$ cat src/sv/hsfd_pkg.sv
// Shared types, constants and helper functions for the humidity sensor frame decoder.
// Used by hsfd_front, hsfd_queue, hsfd_back and the top level. No dependencies.
package hsfd_pkg;

  // CRC-8 settings, MSB first, no final xor
  localparam logic [7:0] CRC_INIT = 8'hFF;
  localparam logic [7:0] CRC_POLY = 8'h31;

  // Status codes
  localparam logic [1:0] ST_OK      = 2'd0;
  localparam logic [1:0] ST_TEMP_CRC = 2'd1;
  localparam logic [1:0] ST_HUM_CRC  = 2'd2;

  // Scaling: value = floor(raw * SCALE / 65535) - OFFSET
  localparam int RAW_W  = 16;
  localparam int Q_W    = 15;  // quotient width, max 17500
  localparam int PROD_W = 31;  // 16-bit raw times 15-bit scale
  localparam logic [Q_W-1:0]    T_SCALE  = 15'd17500;
  localparam logic [Q_W-1:0]    H_SCALE  = 15'd12500;
  localparam logic [Q_W-1:0]    T_OFFSET = 15'd4500;
  localparam logic [Q_W-1:0]    H_OFFSET = 15'd600;
  localparam logic [13:0]       H_MAX    = 14'd10000;
  localparam logic [RAW_W:0]    DIV_CONST = 17'd65535;

  // One decoded frame handed from front to back
  typedef struct packed {
    logic [RAW_W-1:0] raw_temp;
    logic [RAW_W-1:0] raw_hum;
    logic [1:0]       status;
  } frame_rec_t;

  // Fold one byte into the running CRC, one bit per step
  function automatic logic [7:0] crc_fold(input logic [7:0] crc, input logic [7:0] b);
    logic [7:0] c;
    c = crc ^ b;
    for (int k = 0; k < 8; k++) begin
      if (c[7]) begin
        c = {c[6:0], 1'b0} ^ CRC_POLY;
      end else begin
        c = {c[6:0], 1'b0};
      end
    end
    return c;
  endfunction

  // floor(p / 65535): estimate with p >> 16, then one correction step
  function automatic logic [Q_W-1:0] div65535(input logic [PROD_W-1:0] p);
    logic [Q_W-1:0] q0;
    logic [RAW_W:0] r0;
    q0 = p[PROD_W-1:RAW_W];
    r0 = {1'b0, p[RAW_W-1:0]} + {2'b00, q0};
    return (r0 >= DIV_CONST) ? q0 + 15'd1 : q0;
  endfunction

endpackage

$ cat src/sv/hsfd_front.sv
// Front end: assembles the six-byte frame and checks both CRC-8 fields.
// Depends on hsfd_pkg. Pushes one frame_rec_t per completed frame.
module hsfd_front (
  input  logic                clk,
  input  logic                rst_n,
  input  logic                byte_fire,   // byte beat accepted
  input  logic [7:0]          data_byte,
  input  logic                frame_start,
  output logic                push,
  output hsfd_pkg::frame_rec_t push_rec
);

  // Byte positions within the frame
  localparam logic [2:0] POS_T_HI  = 3'd0;
  localparam logic [2:0] POS_T_LO  = 3'd1;
  localparam logic [2:0] POS_T_CRC = 3'd2;
  localparam logic [2:0] POS_H_HI  = 3'd3;
  localparam logic [2:0] POS_H_LO  = 3'd4;
  localparam logic [2:0] POS_H_CRC = 3'd5;

  logic [2:0]  pos_r, pos_nxt, pos_eff;
  logic [7:0]  crc_r, crc_nxt, crc_eff;
  logic [15:0] raw_t_r, raw_t_nxt;
  logic [15:0] raw_h_r, raw_h_nxt;
  logic        t_ok_r, t_ok_nxt;
  logic        restart;

  // Frame start or an unused position restarts the frame
  assign restart = frame_start || (pos_r > POS_H_CRC);
  assign pos_eff = restart ? POS_T_HI : pos_r;
  assign crc_eff = restart ? hsfd_pkg::CRC_INIT : crc_r;

  // Per-byte update
  always_comb begin
    pos_nxt   = pos_eff + 3'd1;
    crc_nxt   = crc_eff;
    raw_t_nxt = raw_t_r;
    raw_h_nxt = raw_h_r;
    t_ok_nxt  = t_ok_r;
    push      = 1'b0;
    push_rec.raw_temp = raw_t_r;
    push_rec.raw_hum  = raw_h_r;
    if (!t_ok_r) begin
      push_rec.status = hsfd_pkg::ST_TEMP_CRC;
    end else if (crc_eff != data_byte) begin
      push_rec.status = hsfd_pkg::ST_HUM_CRC;
    end else begin
      push_rec.status = hsfd_pkg::ST_OK;
    end
    case (pos_eff)
      POS_T_HI: begin
        raw_t_nxt = {data_byte, 8'h00};
        crc_nxt   = hsfd_pkg::crc_fold(crc_eff, data_byte);
      end
      POS_T_LO: begin
        raw_t_nxt = {raw_t_r[15:8], data_byte};
        crc_nxt   = hsfd_pkg::crc_fold(crc_eff, data_byte);
      end
      POS_T_CRC: begin
        t_ok_nxt = (crc_eff == data_byte);
        crc_nxt  = hsfd_pkg::CRC_INIT;
      end
      POS_H_HI: begin
        raw_h_nxt = {data_byte, 8'h00};
        crc_nxt   = hsfd_pkg::crc_fold(crc_eff, data_byte);
      end
      POS_H_LO: begin
        raw_h_nxt = {raw_h_r[15:8], data_byte};
        crc_nxt   = hsfd_pkg::crc_fold(crc_eff, data_byte);
      end
      default: begin
        // last byte: hand the frame to the back end
        push    = byte_fire;
        crc_nxt = hsfd_pkg::CRC_INIT;
        pos_nxt = POS_T_HI;
      end
    endcase
  end

  // State registers
  always_ff @(posedge clk) begin
    if (!rst_n) begin
      pos_r   <= POS_T_HI;
      crc_r   <= hsfd_pkg::CRC_INIT;
      raw_t_r <= '0;
      raw_h_r <= '0;
      t_ok_r  <= 1'b0;
    end else if (byte_fire) begin
      pos_r   <= pos_nxt;
      crc_r   <= crc_nxt;
      raw_t_r <= raw_t_nxt;
      raw_h_r <= raw_h_nxt;
      t_ok_r  <= t_ok_nxt;
    end
  end

endmodule

$ cat src/sv/hsfd_queue.sv
// Short FIFO of decoded frames between the front and back ends.
// Depends on hsfd_pkg for the frame_rec_t entry type.
module hsfd_queue #(
  parameter int DEPTH = 2
) (
  input  logic                 clk,
  input  logic                 rst_n,
  input  logic                 push,
  input  hsfd_pkg::frame_rec_t push_rec,
  output logic                 full,
  input  logic                 pop,
  output logic                 not_empty,
  output hsfd_pkg::frame_rec_t head_rec
);

  localparam int PTR_W = (DEPTH > 1) ? $clog2(DEPTH) : 1;
  localparam int CNT_W = $clog2(DEPTH + 1);

  hsfd_pkg::frame_rec_t mem [DEPTH];
  logic [PTR_W-1:0] wr_ptr_r, rd_ptr_r;
  logic [CNT_W-1:0] cnt_r, cnt_nxt;
  logic             do_push, do_pop;

  assign full      = (cnt_r == CNT_W'(DEPTH));
  assign not_empty = (cnt_r != '0);
  assign do_push   = push && !full;
  assign do_pop    = pop && not_empty;
  assign head_rec  = mem[rd_ptr_r];

  // Occupancy
  always_comb begin
    cnt_nxt = cnt_r;
    if (do_push && !do_pop) begin
      cnt_nxt = cnt_r + CNT_W'(1);
    end else if (do_pop && !do_push) begin
      cnt_nxt = cnt_r - CNT_W'(1);
    end
  end

  // Storage
  always_ff @(posedge clk) begin
    if (do_push) begin
      mem[wr_ptr_r] <= push_rec;
    end
  end

  // Pointers
  always_ff @(posedge clk) begin
    if (!rst_n) begin
      wr_ptr_r <= '0;
      rd_ptr_r <= '0;
      cnt_r    <= '0;
    end else begin
      cnt_r <= cnt_nxt;
      if (do_push) begin
        wr_ptr_r <= (wr_ptr_r == PTR_W'(DEPTH - 1)) ? '0 : wr_ptr_r + PTR_W'(1);
      end
      if (do_pop) begin
        rd_ptr_r <= (rd_ptr_r == PTR_W'(DEPTH - 1)) ? '0 : rd_ptr_r + PTR_W'(1);
      end
    end
  end

endmodule

$ cat src/sv/hsfd_back.sv
// Back end: scales raw readings to hundredths in two stages and holds the result beat.
// Depends on hsfd_pkg. Stage one multiplies, stage two divides by 65535, offsets and clamps.
module hsfd_back (
  input  logic                 clk,
  input  logic                 rst_n,
  input  logic                 rec_valid,
  input  hsfd_pkg::frame_rec_t rec,
  output logic                 rec_pop,
  output logic                 res_valid,
  input  logic                 res_ready,
  output logic [14:0]          res_temp,
  output logic [13:0]          res_hum,
  output logic [1:0]           res_status
);

  logic                             s1_valid_r;
  logic [hsfd_pkg::PROD_W-1:0]      s1_prod_t_r, s1_prod_h_r;
  logic [1:0]                       s1_status_r;
  logic                             s1_adv, s2_load;
  logic [hsfd_pkg::Q_W-1:0]         q_t, q_h, h_diff;
  logic [14:0]                      temp_nxt;
  logic [13:0]                      hum_nxt;
  logic                             out_valid_r;
  logic [14:0]                      out_temp_r;
  logic [13:0]                      out_hum_r;
  logic [1:0]                       out_status_r;

  // Handshake through the two stages
  assign s2_load = !out_valid_r || res_ready;
  assign s1_adv  = s1_valid_r && s2_load;
  assign rec_pop = rec_valid && (!s1_valid_r || s2_load);

  // Stage one: products
  always_ff @(posedge clk) begin
    if (!rst_n) begin
      s1_valid_r <= 1'b0;
    end else if (!s1_valid_r || s2_load) begin
      s1_valid_r <= rec_valid;
    end
  end

  always_ff @(posedge clk) begin
    if (rec_pop) begin
      s1_prod_t_r <= hsfd_pkg::PROD_W'(rec.raw_temp) * hsfd_pkg::PROD_W'(hsfd_pkg::T_SCALE);
      s1_prod_h_r <= hsfd_pkg::PROD_W'(rec.raw_hum) * hsfd_pkg::PROD_W'(hsfd_pkg::H_SCALE);
      s1_status_r <= rec.status;
    end
  end

  // Stage two: quotient, offset and humidity clamp
  assign q_t    = hsfd_pkg::div65535(s1_prod_t_r);
  assign q_h    = hsfd_pkg::div65535(s1_prod_h_r);
  assign h_diff = q_h - hsfd_pkg::H_OFFSET;

  always_comb begin
    temp_nxt = '0;
    hum_nxt  = '0;
    if (s1_status_r == hsfd_pkg::ST_OK) begin
      temp_nxt = q_t - hsfd_pkg::T_OFFSET;
      if (q_h < hsfd_pkg::H_OFFSET) begin
        hum_nxt = '0;
      end else if (h_diff > {1'b0, hsfd_pkg::H_MAX}) begin
        hum_nxt = hsfd_pkg::H_MAX;
      end else begin
        hum_nxt = h_diff[13:0];
      end
    end
  end

  // Output register
  always_ff @(posedge clk) begin
    if (!rst_n) begin
      out_valid_r <= 1'b0;
    end else if (s2_load) begin
      out_valid_r <= s1_valid_r;
    end
  end

  always_ff @(posedge clk) begin
    if (s1_adv) begin
      out_temp_r   <= temp_nxt;
      out_hum_r    <= hum_nxt;
      out_status_r <= s1_status_r;
    end
  end

  assign res_valid  = out_valid_r;
  assign res_temp   = out_temp_r;
  assign res_hum    = out_hum_r;
  assign res_status = out_status_r;

endmodule

$ cat src/sv/humidity_sensor_frame_decoder_unit.sv
// A frame's sixth accepted byte beat pushes it into the frame queue; it is then registered in
// stage one and the output register. Throughput: one byte beat per cycle unless the queue is
// full; the multiply and divide back end takes one frame per cycle unless out_tready stalls.
// Reset: synchronous active-low rst_n clears byte position, CRC, queue and valid flags.
// Top level of the humidity sensor frame decoder; depends on hsfd_pkg,
// hsfd_front, hsfd_queue and hsfd_back.
module humidity_sensor_frame_decoder_unit #(
  parameter int QUEUE_DEPTH = 2
) (
  input  logic        clk,
  input  logic        rst_n,
  input  logic        in_tvalid,
  output logic        in_tready,
  input  logic [7:0]  in_tdata,   // [7:0] data_byte
  input  logic        in_tuser,   // [0] frame_start
  output logic        out_tvalid,
  input  logic        out_tready,
  output logic [31:0] out_tdata,  // [14:0] temperature_centi, [28:15] humidity_centi, pad
  output logic [1:0]  out_tuser   // [1:0] status
);

  logic                 byte_fire;
  logic                 push, q_full, q_not_empty, pop;
  hsfd_pkg::frame_rec_t push_rec, head_rec;
  logic [14:0]          res_temp;
  logic [13:0]          res_hum;

  assign in_tready = !q_full;
  assign byte_fire = in_tvalid && in_tready;

  // Byte assembly and CRC check
  hsfd_front u_front (
    .clk         (clk),
    .rst_n       (rst_n),
    .byte_fire   (byte_fire),
    .data_byte   (in_tdata),
    .frame_start (in_tuser),
    .push        (push),
    .push_rec    (push_rec)
  );

  // Frame queue
  hsfd_queue #(
    .DEPTH (QUEUE_DEPTH)
  ) u_queue (
    .clk       (clk),
    .rst_n     (rst_n),
    .push      (push),
    .push_rec  (push_rec),
    .full      (q_full),
    .pop       (pop),
    .not_empty (q_not_empty),
    .head_rec  (head_rec)
  );

  // Scaling and output beat
  hsfd_back u_back (
    .clk        (clk),
    .rst_n      (rst_n),
    .rec_valid  (q_not_empty),
    .rec        (head_rec),
    .rec_pop    (pop),
    .res_valid  (out_tvalid),
    .res_ready  (out_tready),
    .res_temp   (res_temp),
    .res_hum    (res_hum),
    .res_status (out_tuser)
  );

  assign out_tdata = {3'b000, res_hum, res_temp};

endmodule
$ cat config.mk
export PLATFORM = sky130hd
export DESIGN_NAME = humidity_sensor_frame_decoder_unit
export DESIGN_NICKNAME = d
export VERILOG_FILES = /design/src/sv/hsfd_pkg.sv /design/src/sv/hsfd_front.sv /design/src/sv/hsfd_queue.sv /design/src/sv/hsfd_back.sv /design/src/sv/humidity_sensor_frame_decoder_unit.sv
export SDC_FILE = /design/constraint.sdc
export NUM_CORES = 1
export LEC_CHECK = 0
export ABC_AREA = 1
export BUFFER_PORTS_ARGS = -buffer_cell sky130_fd_sc_hd__buf_2
export CAP_MARGIN = 15
export CORE_MARGIN = 1.5
export CORE_UTILIZATION = 30
export CTS_CLUSTER_DIAMETER = 200
export DETAILED_ROUTE_END_ITERATION = 7
export GPL_TIMING_DRIVEN = 1
export PLACE_DENSITY = 0.52
export RECOVER_POWER = 100
export SLEW_MARGIN = 5
export SYNTH_ARGS = -nofsm -noshare
export SYNTH_HDL_FRONTEND = slang
export SYNTH_HIERARCHICAL = 1
export SYNTH_SLANG_ARGS = --single-unit
$ cat constraint.sdc
create_clock -name clk -period 6.7 [get_ports clk]
set_input_delay 0.67 -clock clk [delete_from_list [all_inputs] [get_ports clk]]
set_output_delay 0.67 -clock clk [all_outputs]
set_load 0.02 [all_outputs]
Yosys cells after proc, flatten, opt, wreduce, memory -nomap -nowiden:

Memory sizes are Yosys's and may differ from the RTL's. A register that Yosys moved wholly into a read port is not among the register bits.
Cells that the tools add are included.
Widths: inputs -> output; s select.

* reductions and logical operators: 29
* add/subtract/negate cells: 11
* muxes and demuxes: 77
* bitwise operators: 33
* equal/unequal tests: 7
* $lt $le $gt $ge: 5
* $mul: 2

Operators with widths (number)
* $mux 8: 29
* $mux 6: 29
* $not 3->3: 29
* $pmux 16 s2: 2
* $ge 17x16->1 const B: 2
* $pmux 8 s4: 1
* $mux 15: 2
* $mul 16x13->29 const B: 1
* $mul 16x12->28 const B: 1
* $add 16x14->17: 1
* $add 16x15->17: 1
* $add 14x1->15 const B: 1
* $add 15x1->15 const B: 1
* $gt 15x14->1 const B: 1
* $lt 15x10->1 const B: 1
* $sub 15x10->15 const B: 1
* $sub 15x13->15 const B: 1
* $mux 14: 1
* $eq 8x8->1: 1
* $mux 2: 4
* $ne 8x8->1: 1
* $reduce_bool 2->1: 4
* $xor 8x8->8: 1
* $logic_and 1x1->1: 7
* other kinds (21): 41

* input port bits: 13
* register bits after elaboration: 140
* RAM bits: 68
* memories: 1

Memories
* u_queue.mem: depth 2, bits a word 34, rd ports 1, clocked after Yosys merged registers in 1, write ports 1, RTL line hsfd_queue.sv:19 `hsfd_pkg::frame_rec_t mem [DEPTH];`

Logic depth before layout (Yosys ltp):

Gate-level depths: netlist of run 1.

* word-level depth: 28
* gate-level depth with buffers: 33
* mapped depth without buffers: 32

By module:

Netlist of run 1, hierarchy kept.

Modules (own cells, without submodules)
* hsfd_back: cells each 1452, area an instance 12280.5 um2, times used 1
* hsfd_queue: cells each 143, area an instance 2854.0 um2, times used 1
* hsfd_front: cells each 327, area an instance 2333.5 um2, times used 1
* humidity_sensor_frame_decoder_unit: cells each 7, area an instance 40.0 um2, times used 1

Worst setup path after synthesis of run 1:

No wires, ideal clock.

* kind: reg2reg
* start: register (tool-made name)
* end: register u_back/s1_prod_t_r[30] (netlist name) (data pin)
* setup slack: 1.349 ns
* cell stages (with the launch flop): 28
* setup time: 0.259 ns
* data arrival time: 5.092 ns
* path buffers: 2
* required time: 6.441 ns
* cell sequence: dfxtp_1 buf_6 buf_12 mux2_4 ha_1 inv_1 fa_1 inv_1 ha_1 ha_1 inv_1 fa_1 inv_1 fa_1 nand3_1 nand2_1 nand2_1 nand2_1 a21oi_1 o21ai_0 a21oi_1 inv_1 a21oi_1 o21ai_0 a31oi_1 o21ai_0 a21oi_1 o21bai_1

RTL lines
* to (signal assigned): RTL line hsfd_back.sv:44 `s1_prod_t_r <= hsfd_pkg::PROD_W'(rec.raw_temp) * hsfd_pkg::PROD_W'(hsfd_pkg::T_SCALE);`
* to (decl): RTL line hsfd_back.sv:17 `logic [hsfd_pkg::PROD_W-1:0] s1_prod_t_r, s1_prod_h_r;`

==> flow_results.org, run 1 <==
** Run status
- The flow ran to the end, but the final reports show violations.
- The checks that failed: capacitance limit, slew limit.

** Worst setup path
- In this run the register-to-register setup slack is 850 ps.
- Required time at the worst-slack endpoint :: 6980 ps
- The critical path is of the reg2reg type.
- Type of origin of the critical path :: flop
- Largest driver fanout on the critical path :: 13
- The worst setup path is captured at a flop.
- Crit path arrival time :: just over 6000 ps

** Finish
- Cells with a size suffix above 1 make up approximately 7% of the layout.
- The repair_antennas step left the layout with diodes totalling 0.
- After the last flow step, the layout net total stands at roughly 2.3k.
- Compared with the post-synthesis result, the final layout area differs by 9.50%.

** Timing
- Setup violations remaining at the end of the flow were counted as 0.
- Final Hold Vio Count :: 0
- Max Fclk :: between 150 and 200 MHz
- Setup repair after global routing missed its margin :: false
- Worst-case headroom to the max-slew limit :: -119%
- After routing, the total negative slack on setup checks comes to 0 ps.
- On the final layout, the worst clock skew is 11.1 ps.
- For the pin with the worst max-slew slack, the measured transition is between 3000 and 4000 ps.
- Dividing the final minimum period by the clock period gives ~87%.
- The count of final max-slew check failures came to 163.
- Final critical path time including I/O delays and setup :: between 5000 and 6000 ps

** Logic synthesis
- Synthesis inferred between 200 and 250 register bits.
- Adder-cell share of the synthesized area :: a little over a quarter
- A synthesized cell averages around 9.1 um^2.
- Ranking of synthesized cells by area :: sky130_fd_sc_hd__edfxtp_1 27%, sky130_fd_sc_hd__ha_1 17%, sky130_fd_sc_hd__fa_1 10%
- Proportion of synthesized chip area in sequential cells :: between 30% and 40%
- The synthesized design devotes to its leading area cell type about 27% of total area.
- Number of distinct library cell variants in the gate-level netlist after synthesis :: 55
- The Yosys step of the flow raised 6 warnings.
- Main flop type after synthesis :: sky130_fd_sc_hd__edfxtp_1
- Number of enable flip-flop cells after synthesis :: approximately 160
- After synthesis, the share of cell area in mux cells is under 10%.
- Library cell occupying the most area in the post-synthesis netlist :: sky130_fd_sc_hd__edfxtp_1
- Compound-gate portion of the synthesized area :: approximately 6.8%
- Share of the synthesized netlist area taken by xor and xnor gates :: under 10%
- Share of async-settable or async-resettable flops after synthesis :: 0%
- Combinational family with the most area after synthesis :: adder cells
- Post-synth design cell area :: 17500 um^2
- Cells after Synth :: around 1.9k
- After Yosys synthesis, and, or, nand and nor cells account for roughly 17% of the synthesized area.

** Floorplan
- The floorplan has 88 rows.
- The die covers 59800 um^2.
- In this run the horizontal extent of the chip is roughly 240 um.
- Ports placed on the boundary :: 49
- Starting utilization of the core area :: 30.3%
- Measured along the y axis, the die boundary spans about 240 um.
- The floorplan step defined a core boundary enclosing between 50000 and 60000 um^2.

** Global route
- Layer with the highest usage :: met2
- The first global-routing pass estimated around 61000 um of wire.
- The initial antenna violation count was 0.
- For this run, global-route usage on met2 was measured as between 20% and 30%.
- Gr usage total :: 12.3%
- Grt ovf :: 0
- Vias in the first global route :: ~12k
- In the global route stage, met3 resource usage came out at under 10%.
- Global routing consumed, on the met1 layer, 17.0% of the routing resources.
- Maximum number of pins on one net before global-route repair :: 61

** Placed design
- During placement, the flow inserted port buffers numbering 45.
- At the end of routability-driven placement, the weighted congestion stood at approximately 0.88.
- HPWL after DPL :: about 30000 um

** Clock tree
- The clock passes through at most 3 buffers.
- Post-CTS setup-driven buffer insertion count :: 0
- Buffers inserted during clock tree synthesis total 25.
- CTS Sinks :: around 210
- Clock slew at reported path FFs :: roughly 60 ps
- CTS hold repair buffers :: 0
- TritonCTS built the clock tree.
- Worst skew pair latency :: 540 ps
- CTS H-Tree Depth :: 1
- Root buffer selected by CTS :: sky130_fd_sc_hd__clkbuf_16
- Number of resized instances in the post-cts repair step :: 0

** Detailed routing
- After detailed routing, the number of remaining DRC violations is 0.
- Drt first-iter violations :: ~740
- The detailed router placed between 10k and 15k vias in this run.
- Aggregate routed wire length :: ~37000 um
- Number of detailed-routing iterations run before antenna repair :: 5
- Post-detailed-route count of antenna-violating nets :: 0
- Wire length per cell :: 13.3 um
- Via count normalized by instance count :: 4.41

** Worst hold path
- Kind of path behind the tightest hold check :: in2reg

** Run
- Count of max-cap constraint violations :: 4
[stage by stage]
step,cells,util (%),setup WS [ps],hold slack (ps),instance area (um^2)
3_3_place_gp,2727,32.2,917,435,18600
2_1_floorplan,1931,-,1350,420,17500
5_1_grt,2773,33.2,297,463,19200
6_report,2773,33.2,851,449,19200
4_1_cts,2773,33.6,861,427,19400
3_5_place_dp,2727,32.2,851,447,18600
[cells in the mapped netlist, types with 3 or more instances]
| cell type | instances |
|---|---|
| sky130_fd_sc_hd__inv_1 | 374 |
| sky130_fd_sc_hd__nand2_1 | 348 |
| sky130_fd_sc_hd__ha_1 | 234 |
| sky130_fd_sc_hd__edfxtp_1 | 158 |
| sky130_fd_sc_hd__a21oi_1 | 124 |
| sky130_fd_sc_hd__nand3_1 | 117 |
| sky130_fd_sc_hd__fa_1 | 91 |
| sky130_fd_sc_hd__nor2_1 | 87 |
| sky130_fd_sc_hd__xor2_1 | 55 |
| sky130_fd_sc_hd__dfxtp_1 | 51 |
| sky130_fd_sc_hd__o21ai_0 | 50 |
| sky130_fd_sc_hd__mux2_4 | 30 |
| sky130_fd_sc_hd__nand4_1 | 21 |
| sky130_fd_sc_hd__xnor2_1 | 19 |
| sky130_fd_sc_hd__nand2_2 | 18 |
| sky130_fd_sc_hd__nor2_2 | 16 |
| sky130_fd_sc_hd__inv_2 | 14 |
| sky130_fd_sc_hd__nor3_1 | 14 |
| sky130_fd_sc_hd__o21ai_1 | 11 |
| sky130_fd_sc_hd__clkbuf_1 | 7 |
| sky130_fd_sc_hd__nand3b_1 | 7 |
| sky130_fd_sc_hd__o21ai_2 | 7 |
| sky130_fd_sc_hd__buf_4 | 6 |
| sky130_fd_sc_hd__nand2_4 | 6 |
| sky130_fd_sc_hd__o21bai_1 | 6 |
| sky130_fd_sc_hd__a21boi_1 | 4 |
| sky130_fd_sc_hd__buf_6 | 4 |
| sky130_fd_sc_hd__mux2_2 | 4 |
| sky130_fd_sc_hd__nand3_2 | 4 |
| sky130_fd_sc_hd__a211oi_1 | 3 |
| sky130_fd_sc_hd__buf_12 | 3 |
| sky130_fd_sc_hd__nor2_4 | 3 |
| sky130_fd_sc_hd__nor3_2 | 3 |
| sky130_fd_sc_hd__o211ai_1 | 3 |
[final cells by class]
type / count / area, um^2
inverter: 390 / 1470
clock buffer: 32 / 682
fill: 6025 / 38500
sequential: 209 / 5770
clock inverter: 14 / 106
multi-input combinational: 1310 / 9970
timing repair buffer: 53 / 224
tap: 765 / 957
[sequential cells by signal (all words and copies together), names as in the netlist, named ones only]
signal / cells
u_queue/mem: 68
u_front/pos_r: 3
u_queue/cnt_r: 2
u_back/res_valid: 1
u_back/s1_prod_t_r: 29
u_queue/wr_ptr_r: 1
u_back/s1_prod_h_r: 28
u_back/s1_status_r: 2
u_queue/rd_ptr_r: 1
u_front/raw_t_r: 16
u_back/s1_valid_r: 1
u_back/res_status: 2
u_front/crc_r: 8
u_front/raw_h_r: 16
u_back/res_temp: 15
u_front/t_ok_r: 1
u_back/res_hum: 14
[per-layer routing]
metal	routed length, um	up-vias
met5	0	-
met4	804	0
met3	959	49
met2	16900	174
met1	18300	5605
li1	-	6408
[logic make-up (layout without fill, tap and decap cells)]
| group | Yosys count | in the layout |
|---|---|---|
| and+or+nand+nor | 654 | 654 |
| buffers and inverters | 412 | 489 |
| adders and majority gates | 325 | 325 |
| AOI/OAI and AO/OA | 218 | 218 |
| DFF | 209 | 209 |
| xor gates and xnor gates | 76 | 76 |
| muxes | 34 | 34 |
| other | 1 | 3 |
[worst max-delay path: stages, from the launching register on]
cell and delay (ps):
sky130_fd_sc_hd__dfxtp_2 570, sky130_fd_sc_hd__clkbuf_1 310, sky130_fd_sc_hd__mux2_1 450, sky130_fd_sc_hd__ha_1 230, sky130_fd_sc_hd__ha_1 210, sky130_fd_sc_hd__fa_1 490, sky130_fd_sc_hd__ha_1 290, sky130_fd_sc_hd__inv_1 50
sky130_fd_sc_hd__fa_1 520, sky130_fd_sc_hd__inv_1 40, sky130_fd_sc_hd__ha_1 330, sky130_fd_sc_hd__nand3_1 90, sky130_fd_sc_hd__nand2_1 100, sky130_fd_sc_hd__a21boi_0 130, sky130_fd_sc_hd__o21ai_0 280, sky130_fd_sc_hd__a21boi_1 150
sky130_fd_sc_hd__o21ai_0 310, sky130_fd_sc_hd__a21boi_1 140, sky130_fd_sc_hd__o21ai_0 280, sky130_fd_sc_hd__a21boi_1 140, sky130_fd_sc_hd__o21ai_0 270, sky130_fd_sc_hd__nand2_1 80, sky130_fd_sc_hd__nand2_1 80, sky130_fd_sc_hd__xor2_1 60
[cells in the final DEF, fill, tap and decap left out, types with 6 or more instances in the layout]
cell type,instances
sky130_fd_sc_hd__mux2_4,25
sky130_fd_sc_hd__o21bai_1,6
sky130_fd_sc_hd__a21oi_1,123
sky130_fd_sc_hd__o21ai_0,58
sky130_fd_sc_hd__nand3_1,119
sky130_fd_sc_hd__xor2_1,56
sky130_fd_sc_hd__fa_1,91
sky130_fd_sc_hd__clkbuf_1,43
sky130_fd_sc_hd__nand3b_1,7
sky130_fd_sc_hd__ha_1,234
sky130_fd_sc_hd__clkbuf_16,25
sky130_fd_sc_hd__nand2_2,14
sky130_fd_sc_hd__xnor2_1,19
sky130_fd_sc_hd__nor2_2,14
sky130_fd_sc_hd__buf_2,11
sky130_fd_sc_hd__nand2_1,356
sky130_fd_sc_hd__dfxtp_1,50
sky130_fd_sc_hd__inv_1,374
sky130_fd_sc_hd__nor3_1,15
sky130_fd_sc_hd__inv_2,12
sky130_fd_sc_hd__nand4_1,22
sky130_fd_sc_hd__edfxtp_1,158
sky130_fd_sc_hd__nor2_1,89
sky130_fd_sc_hd__mux2_1,6
sky130_fd_sc_hd__clkinv_1,9
[final timing paths]
check                                        from                                to  cells past startpoint
setup / recovery                             flop  u_back/s1_prod_h_r[28]$_DFFE_PP_                     23
hold / removal                         out_tready     u_back/res_valid$_SDFFE_PN0P_                      4
setup reg to reg                             flop  u_back/s1_prod_h_r[28]$_DFFE_PP_                     23
hold reg to reg   u_front/raw_t_r[9]$_SDFFE_PN0P_      u_queue/mem[1][27]$_DFFE_PP_                      0
Power of run 1 is not shown: default switching activity piles up to over one toggle a cycle in this logic, so the estimate is an artifact.
==> inputs of run 2 (changes only) <==
--- a/config.mk
+++ b/config.mk
@@ -13,7 +13,7 @@
 export CTS_CLUSTER_DIAMETER = 200
 export DETAILED_ROUTE_END_ITERATION = 7
 export GPL_TIMING_DRIVEN = 1
-export PLACE_DENSITY = 0.52
+export PLACE_DENSITY = 0.54
 export RECOVER_POWER = 100
 export SLEW_MARGIN = 5
 export SYNTH_ARGS = -nofsm -noshare
==> constraint.sdc (replaced) <==
create_clock -name clk -period 5.1 [get_ports clk]
set_input_delay 0.51 -clock clk [delete_from_list [all_inputs] [get_ports clk]]
set_output_delay 0.51 -clock clk [all_outputs]
set_load 0.02 [all_outputs]
==> run 2 against run 1 <==
The flow now finishes without violations; non-clock buffer count increased by 77; count of clock-buffer cells in the layout down 2; via count is 2.2% higher; flip-flop and latch count unchanged; worst hold slack worse by 160 ps; register-to-register slack worse by 720 ps.
==> flow_results.org, run 2 (synthesis results as in run 1) <==
** Detailed routing
- Post-detailed-route count of antenna-violating nets :: 0 (unchanged)
- Via count normalized by instance count :: 4.39 (-0.56%)
- The final routed wire length divided by cell count was 13.1 um (-1.5%).
- Total DRC errors in the routed layout :: 0 (unchanged)
- The violation count after the first detailed-routing iteration is 568 (-23%).
- The via total after detailed routing is 12.5k (+2.2%).
- The post-detailed-routing wire length is 37400 um (+1.2%).
- The length of the first detailed-routing pass in iterations is 4 (-1).

** Worst setup path
- STA classifies the critical path endpoint as a flop.
- Required time at the worst-slack endpoint :: 5380 ps (-1600 ps)
- The largest fanout on the critical path came to 7 (-6).
- Most frequent cell on the critical path :: sky130_fd_sc_hd__a21oi_2
- The data arrival time of the critical path was 5250 ps (-880 ps).
- Series of cell instances along the critical path :: buf_12, buf_12, buf_8, mux2_4, ha_4, inv_1, fa_1, inv_1, ha_4, fa_1, fa_2, ha_4, a21oi_2, o21ai_2, a21oi_2, inv_1, a21oi_2, o21ai_2, a31oi_2, o21ai_2, a21oi_2, o21bai_1
- On the critical path, the stage with the largest delay is an instance of sky130_fd_sc_hd__fa_2.
- Worst setup path category :: reg2reg
- The worst setup path is launched from a flop.
- The largest stage delay on the critical path is 570 ps (about the same).

** Clock tree
- The number of buffers added by the clock tree synthesis step came to 25 (unchanged).
- The CTS sink count came to 209 (unchanged).
- CTS H-Tree Depth :: 1 (unchanged)
- TritonCTS clock tree :: yes
- Clock slew at reported path FFs :: 60 ps (about the same)
- CTS max path bufs :: 3 (unchanged)
- The clock latency on the worst-skew pair is 530 ps (about the same).
- The tree is rooted in a sky130_fd_sc_hd__clkbuf_16.

** Finish
- The number of flip-flops under the largest register name came to 68 (unchanged).
- Most common cell after layout, fill and taps aside :: sky130_fd_sc_hd__inv_1
- Fraction of layout instances using a drive strength above 1 :: 18.4% (+11 points)
- Area growth from synthesis to final layout :: 18.5%
- More flip-flops sit in one register than any other, and that register is u_queue/mem.
- Count of nets after finishing :: 2404 (+3.3%)
- The largest registers in the layout are u_queue/mem (68), u_back/s1_prod_t_r (29), u_back/s1_prod_h_r (28).
- Commonest cells after routing, fill and taps aside :: 364 x sky130_fd_sc_hd__inv_1, 339 x sky130_fd_sc_hd__nand2_1, 195 x sky130_fd_sc_hd__ha_1
- Antenna diode instance count :: 0 (unchanged)

** Timing
- The fraction of the cycle the final worst path needs is 97.4% (+10 points).
- Final critical path time including I/O delays and setup :: 4970 ps (-881 ps)
- Final Slew Violations :: 0 (-100%)
- The normalized max-slew margin is 32.2% (+150 points).
- The maximum clock rate is 201 MHz (+18%).
- Setup repair after global routing missed its margin :: true
- Slew @ Worst Pin :: 1010 ps (-2270 ps)
- Final Hold Vio Count :: 0 (unchanged)
- Final Skew :: 9.24 ps (-1.84 ps)
- Final number of setup-violating endpoints :: 0 (unchanged)
- The final setup TNS is 0 ps (unchanged).

** Global route
- The global-route congestion overflow total is 0 (unchanged).
- The aggregate global-route resource usage is 12.2% (-0.16 points).
- The first-pass GRT wire length is 60200 um (-0.77%).
- The initial antenna violation count came to 0 (unchanged).
- Maximum number of pins on one net before global-route repair :: 61 (unchanged)
- The number of global-route vias before repair was 12.2k (+0.56%).

** Run
- Count of max-cap constraint violations :: 0 (-4)

** Worst hold path
- Kind of path behind the tightest hold check :: in2reg

** Placed design
- The count of input and output buffers was 45 (unchanged).
- HPWL after DPL :: 30000 um (-0.56%)
- The routability congestion estimate is 0.886 (+0.93%).

** Run status
- Status :: complete, no violations

** Floorplan
- The total core area is 57700 um^2 (unchanged).
- The die area came to 59800 um^2 (unchanged).
- Die Y :: 245 um (unchanged)
- The starting utilization of the core area came to 30.3% (unchanged).
- Floorplan row count :: 88 (unchanged)
- The total I/O pin count was 49 (unchanged).
- Die boundary width :: 245 um (unchanged)
==> run 2: routing by layer <==
layer | GRT usage [%] | wire [um] | vias up | share of wire (%)
met4 | 3.01 | 821 | 0 | 2.2
met1 | 16.6 | 18500 | 5767 | 50
li1 | - | - | 6549 | -
met3 | 1.42 | 855 | 53 | 2.3
met5 | 0 | 0 | - | 0
met2 | 20.4 | 17200 | 136 | 46
==> run 2: worst paths after layout <==
check                                   startpoint                               end  slack (ps)  cells past startpoint
setup reg to reg                              flop  u_back/s1_prod_t_r[30]$_DFFE_PP_         130                     22
hold / removal                          out_tready     u_back/res_valid$_SDFFE_PN0P_         290                      4
setup / recovery                              flop  u_back/s1_prod_t_r[30]$_DFFE_PP_         130                     22
hold reg to reg   u_front/raw_h_r[12]$_SDFFE_PN0P_      u_queue/mem[0][14]$_DFFE_PP_         450                      0
==> run 2: timing repair <==
action,CTS,global route
hold buffers,0,0
endpoints found under the hold margin,0,0
gates resized for setup,4,109
endpoints found under the setup margin,6,16
cloned,0,1
pin swaps,2,69
buffers inserted,0,20
==> run 2: cell type report <==
| cell class | count | area (um^2) |
|---|---|---|
| Clock buffer | 30 | 644 |
| Clock inverter | 16 | 219 |
| Fill cell | 5826 | 36900 |
| Inverter | 390 | 1470 |
| Multi-Input combinational cell | 1310 | 10800 |
| Sequential cell | 209 | 5770 |
| Tap cell | 765 | 957 |
| Timing Repair Buffer | 130 | 928 |
==> run 2: metrics by stage <==
| step | setup slack, ps | util (%) | cell area (um^2) | cells | hold WS [ps] |
|---|---|---|---|---|---|
| after floorplan | -20.9 | - | 17500 | 1931 | 420 |
| after global placement | -5.02 | 33.0 | 19000 | 2783 | 439 |
| after detailed placement | -57.9 | 33.0 | 19000 | 2783 | 445 |
| after CTS | 0.808 | 34.5 | 19900 | 2829 | 264 |
| after global routing | -94.9 | 36.0 | 20800 | 2850 | 290 |
| final | 133 | 36.0 | 20800 | 2850 | 293 |
==> run 2: worst max-delay path: cells and delay by family (launching register included) <==
family / cells / cell delay (ps)
buffers and inverters: 6 / 580
DFF: 1 / 370
AOI/OAI and AO/OA: 9 / 1140
adders and majority gates: 6 / 2300
muxes: 1 / 330
Power of run 2 is left out for the same reason.
